`src/rtl/core/sfr_pkg.sv`:
```
// Shared types, constants and the arctangent table for the spherical frame rotation core.
// No dependencies; every other file of the block imports this package.
package sfr_pkg;

    localparam int SFR_ANGLE_BITS  = 16;
    localparam int SFR_TRIG_STAGES = 18;
    localparam int SFR_ROW_BITS    = 54;
    localparam int SFR_COEF_BITS   = 18;
    localparam int SFR_ROOT_BITS   = 31;
    localparam int SFR_RAD_BITS    = 62;

    // CORDIC start value 0.60725 in Q2.30.
    localparam logic [31:0] SFR_GAIN_INV = 32'd652032874;

    // Register indexes of the configuration port.
    localparam logic [1:0] CFG_ROW0 = 2'd0;
    localparam logic [1:0] CFG_ROW1 = 2'd1;
    localparam logic [1:0] CFG_ROW2 = 2'd2;

    localparam logic [SFR_ROW_BITS-1:0] ROW0_RESET = 54'd65536;
    localparam logic [SFR_ROW_BITS-1:0] ROW1_RESET = 54'd65536 << 18;
    localparam logic [SFR_ROW_BITS-1:0] ROW2_RESET = 54'd65536 << 36;

    // Pipeline advance and the valid bit entering a unit.
    typedef struct packed {
        logic en;
        logic vld;
    } stage_ctrl_t;

    // Arctangent of 2^-i in 32-bit turn units.
    function automatic logic [31:0] atan_entry(input logic [4:0] i);
        logic [31:0] a;
        case (i)
            5'd0:    a = 32'd536870912;
            5'd1:    a = 32'd316933406;
            5'd2:    a = 32'd167458907;
            5'd3:    a = 32'd85004756;
            5'd4:    a = 32'd42667331;
            5'd5:    a = 32'd21354465;
            5'd6:    a = 32'd10679838;
            5'd7:    a = 32'd5340245;
            5'd8:    a = 32'd2670163;
            5'd9:    a = 32'd1335087;
            5'd10:   a = 32'd667544;
            5'd11:   a = 32'd333772;
            5'd12:   a = 32'd166886;
            5'd13:   a = 32'd83443;
            5'd14:   a = 32'd41722;
            5'd15:   a = 32'd20861;
            5'd16:   a = 32'd10430;
            5'd17:   a = 32'd5215;
            5'd18:   a = 32'd2608;
            5'd19:   a = 32'd1304;
            5'd20:   a = 32'd652;
            5'd21:   a = 32'd326;
            5'd22:   a = 32'd163;
            5'd23:   a = 32'd81;
            5'd24:   a = 32'd41;
            5'd25:   a = 32'd20;
            5'd26:   a = 32'd10;
            5'd27:   a = 32'd5;
            5'd28:   a = 32'd3;
            5'd29:   a = 32'd1;
            5'd30:   a = 32'd1;
            default: a = 32'd0;
        endcase
        return a;
    endfunction

endpackage

```
`src/rtl/core/sfr_isqrt.sv`:
```
// Pipelined digit-by-digit integer square root, one root bit per stage, with a sideband.
// Depends on sfr_pkg.
module sfr_isqrt #(
    parameter int SB = 1
) (
    input  logic                                  aclk,
    input  logic                                  aresetn,
    input  sfr_pkg::stage_ctrl_t                  ctrl,
    input  logic [sfr_pkg::SFR_RAD_BITS-1:0]      radicand,
    input  logic [SB-1:0]                         side_in,
    output logic [sfr_pkg::SFR_ROOT_BITS-1:0]     root,
    output logic [SB-1:0]                         side_out,
    output logic                                  out_vld
);
    import sfr_pkg::*;

    localparam int RW = SFR_ROOT_BITS;
    localparam int MW = RW + 3;

    logic [SFR_RAD_BITS-1:0] nb_reg   [RW+1];
    logic [MW-1:0]           rem_reg  [RW+1];
    logic [RW-1:0]           root_reg [RW+1];
    logic [SB-1:0]           side_reg [RW+1];
    logic                    vld_reg  [RW+1];

    always_ff @(posedge aclk) begin
        if (ctrl.en) begin
            nb_reg[0]   <= radicand;
            rem_reg[0]  <= '0;
            root_reg[0] <= '0;
            side_reg[0] <= side_in;
        end
    end

    for (genvar k = 1; k <= RW; k++) begin : g_digit
        logic [MW-1:0] rem_sh;
        logic [MW-1:0] trial;

        assign rem_sh = {rem_reg[k-1][MW-3:0], nb_reg[k-1][SFR_RAD_BITS-1 -: 2]};
        assign trial  = MW'({root_reg[k-1], 2'b01});

        always_ff @(posedge aclk) begin
            if (ctrl.en) begin
                nb_reg[k]   <= nb_reg[k-1] << 2;
                side_reg[k] <= side_reg[k-1];
                if (rem_sh >= trial) begin
                    rem_reg[k]  <= rem_sh - trial;
                    root_reg[k] <= {root_reg[k-1][RW-2:0], 1'b1};
                end else begin
                    rem_reg[k]  <= rem_sh;
                    root_reg[k] <= {root_reg[k-1][RW-2:0], 1'b0};
                end
            end
        end
    end

    always_ff @(posedge aclk) begin
        if (!aresetn) begin
            for (int i = 0; i <= RW; i++) begin
                vld_reg[i] <= 1'b0;
            end
        end else if (ctrl.en) begin
            vld_reg[0] <= ctrl.vld;
            for (int i = 1; i <= RW; i++) begin
                vld_reg[i] <= vld_reg[i-1];
            end
        end
    end

    assign root     = root_reg[RW];
    assign side_out = side_reg[RW];
    assign out_vld  = vld_reg[RW];

endmodule

```
`config.mk`:
```
export PLATFORM = sky130hd
export DESIGN_NAME = sfr_isqrt
export DESIGN_NICKNAME = d
export VERILOG_FILES = /design/src/rtl/core/sfr_pkg.sv /design/src/rtl/core/sfr_isqrt.sv
export SDC_FILE = /design/constraint.sdc
export NUM_CORES = 2
export LEC_CHECK = 0
export BUFFER_PORTS_ARGS = -buffer_cell sky130_fd_sc_hd__buf_2
export CORE_ASPECT_RATIO = 0.6
export CORE_MARGIN = 2
export CORE_UTILIZATION = 50
export CTS_CLUSTER_SIZE = 30
export DETAILED_ROUTE_END_ITERATION = 8
export PLACE_DENSITY = 0.66
export REMOVE_ABC_BUFFERS = 1
export SKIP_LAST_GASP = 1
export SLEW_MARGIN = 10
export SYNTH_ARGS = -nofsm -noshare
export SYNTH_HDL_FRONTEND = slang
export SYNTH_MEMORY_MAX_BITS = 65536
export SYNTH_SLANG_ARGS = --single-unit
```
`constraint.sdc`:
```
create_clock -name aclk -period 4.5 [get_ports aclk]
set_clock_uncertainty 0.2 [all_clocks]
set_input_delay 0.675 -clock aclk [delete_from_list [all_inputs] [get_ports aclk]]
set_output_delay 0.675 -clock aclk [all_outputs]
set_load 0.005 [all_outputs]
```
==> results.yml <==
setup_path:
  critPathSlowestCell: "or4_1"
  arrival_ps: 4730
  cp_top_family: "compound AO/OA/AOI/OAI gates"
  cpMostUsedCell: "o21ai_0"
  cpPeakStageDelay_ps: 620
  critPathMaxFanout: 5
  path_buf_inv: 0
  cp-end-kind: "register"
  cp_cell_sequence: "ha_1 -> a21oi_1 -> o21ai_0 -> nor2_1 -> o21ai_0 -> o21ai_0 -> a31oi_1 -> or4_1 -> or4_1 -> xnor2_1"
  worstPathRequired_ps: 4890
  critPathKind: "register to register"
  critPathLaunchType: "register"
drt:
  vias: 68400
  wl_met2_um: 97200
  wirelength_um: 245000
  dr.pass1.iters: 8
  drt_iter0_markers: 7364
  ant_nets: 0
  wl_met3_um: 17900
  viasPerCell: 5.61
  wl_per_cell_um: 20.1
  drc_errors: 0
  met1Wirelength_um: 125000
  maxUsedRoutingLayer: "met5"
timing:
  period_share_pct: 96.4
  worstMarginPinSlew_ps: 1170
  setup_viol: 0
  max_freq_mhz: 231
  finalHoldViolCount: 0
  slew_headroom_pct: 22.0
  rsz0062_at_grt: "no"
  report.final.slew_viol_count: 0
  post-route-min-period_ps: 4340
grt:
  grt_start_max_net_pins: 187
  antenna_found_initial: 11
  grt.total_usage_pct: 21.0
  grt_pass1_vias: 64400
  grt_pass1_wl_um: 380000
  grt_overflow: 0
placement:
  place_area_um2: 118000
  dp_hpwl_um: 176000
  portBuffers: 99
  gp_congestion: 0.932
logic_synthesis:
  yosysMostFrequentCell: "edfxtp_1"
  synth_edf_count: 2464
  synth_top_area_cell: "edfxtp_1"
  synth.distinct_cells: 95
  synth_top_cell_area_share_pct: 65.3
  ys_async_sr_fraction_pct: 0
  ys_seq_area_share_pct: 65.3
  synth_flop_cell: "edfxtp_1"
  synth.area.top_cells: "edfxtp_1, ha_1, xnor2_1"
  synth_area_um2: 113000
  synth_common_cells: "edfxtp_1, inv_1, nand2_1"
  synth_seq_cells: 2465
  ys_warn_count: 0
  syn_inst: 8677
  synth.avg_cell_area_um2: 13.1
clock_tree:
  cts_sinks: 2465
  tritoncts: "done"
  cts.htree.levels: 4
  clkSlewWorstSetupHoldPaths_ps: 70
  clockRootBuffer: "clkbuf_16"
  clockBufferDepth: 4
  numCtsBuffers: 230
  insertion_delay_ps: 890
  cts_resized: 0
  cts_setup_buffers: 0
  cts_hold_buf: 65
finish:
  syn_to_final_growth_pct: 11.5
  nets: 9590
  final_cell_area_um2: 126000
  largest_reg_flops: 992
  fillers: 18200
  layout-drive-gt1-share_pct: 8.06
  final_util_pct: 56.1
die:
  start_util_pct: 50.3
  num_io_pins: 100
  die_w_um: 619
  rows: 135
  dieArea_um2: 231000
  die_h_um: 373
  fp.coreArea_um2: 225000
power_and_ir_drop:
  leakagePower_nw: 47.8
  power_density_nw_per_um2: 511
  power.total_mw: 64.6
  peakVddDrop_uv: 352
flow_run:
  cap_violations: 0
outcome:
  outcome: "finished clean"
min_path:
  hp-class: "register to register"
## logic make-up (layout without fill, tap and decap cells)
family / after synthesis / in the layout / share of synthesized area, %
xor gates and xnor gates: 754 / 754 / 5.83
DFF: 2465 / 2465 / 65.3
other: 0 / 1 / 0
adders and majority gates: 529 / 529 / 5.84
and+or+nand+nor: 2315 / 2315 / 10.3
buffers and inverters: 875 / 1375 / 2.93
muxes: 88 / 88 / 0.856
AOI/OAI and AO/OA: 1651 / 1651 / 8.94
## cell usage in the layout (no fill, tap or decap), types with 23 or more instances in the layout
cell              n
mux2_2           72
or4_1            63
nor4b_1          23
a211o_1          29
nor2_1          469
nor4_1          109
nand2b_1        125
clkbuf_16       232
edfxtp_1       2464
dlygate4sd3_1    65
xnor2_1         377
and3_1           52
a21oi_1         459
bufinv_16        39
o21ai_0         517
o21a_1           95
nand3_1         137
a211oi_1         35
nor2b_1          81
nor3_1          215
or2_2            51
clkbuf_1         31
buf_2            99
o211ai_1         24
nand2_1         634
and2_1           67
o21bai_1         42
clkinv_1         43
xor2_1          377
buf_4           101
nand4_1          91
or3_1            87
a31oi_1          54
o31ai_1          36
ha_1            529
inv_1           681
a21o_1          187
clkinv_2         40
## worst reg2reg max path, cell delays in order, from the launching register on
cell	delay (ps)
edfxtp_1	410
ha_1	380
a21oi_1	320
o21ai_0	240
nor2_1	340
o21ai_0	210
o21ai_0	540
a31oi_1	250
or4_1	620
or4_1	450
xnor2_1	140
## report_power, final
group | total [mW] | leakage (nW) | internal (mW) | switching [mW]
Clock | 20.2 | 3.75 | 11.7 | 8.52
Combinational | 13.4 | 20.3 | 5.54 | 7.91
Sequential | 31.0 | 23.8 | 29.0 | 1.95
Total | 64.6 | 47.8 | 46.2 | 18.4
## stage by stage
| stage | hold slack, ps | cells | TNS (ps) | setup slack, ps |
|---|---|---|---|---|
| after floorplan | 200 | 8484 | -34120 | -795 |
| after global placement | 201 | 11700 | -1130 | -118 |
| after detailed placement | 205 | 11700 | 0 | 367 |
| after CTS | 149 | 12200 | 0 | 343 |
| after global routing | 207 | 12200 | 0 | 83.0 |
| final | 189 | 12200 | 0 | 164 |
## final timing paths
check                           cells past startpoint                         to                 startpoint  slack, ps
worst max-delay path                               10  rem_reg[1][303]$_DFFE_PP_  rem_reg[1][241]$_DFFE_PP_        160
worst min-delay path                                0   nb_reg[0][782]$_DFFE_PP_   nb_reg[0][718]$_DFFE_PP_        190
worst max register to register                     10  rem_reg[1][303]$_DFFE_PP_  rem_reg[1][241]$_DFFE_PP_        160
worst min register to register                      0   nb_reg[0][782]$_DFFE_PP_   nb_reg[0][718]$_DFFE_PP_        190
## cell type report
class / instances / area (um2) / area share [%]
Sequential cell: 2465 / 74000 / 58.6
Multi-Input combinational cell: 5337 / 36200 / 28.6
Clock buffer: 263 / 5920 / 4.69
Tap cell: 3014 / 3770 / 2.98
Inverter: 682 / 2560 / 2.03
Timing Repair Buffer: 278 / 2160 / 1.71
Clock inverter: 152 / 1810 / 1.43
Antenna cell: 1 / 2.50 / 0.00198
## metal layers
metal | track usage [%] | up-vias
met2 | 28.4 | 2075
met5 | 0 | -
met3 | 3.70 | 328
met4 | 4.22 | 2
li1 | - | 32700
met1 | 34.9 | 33400
(Power assumes the default switching activity.)
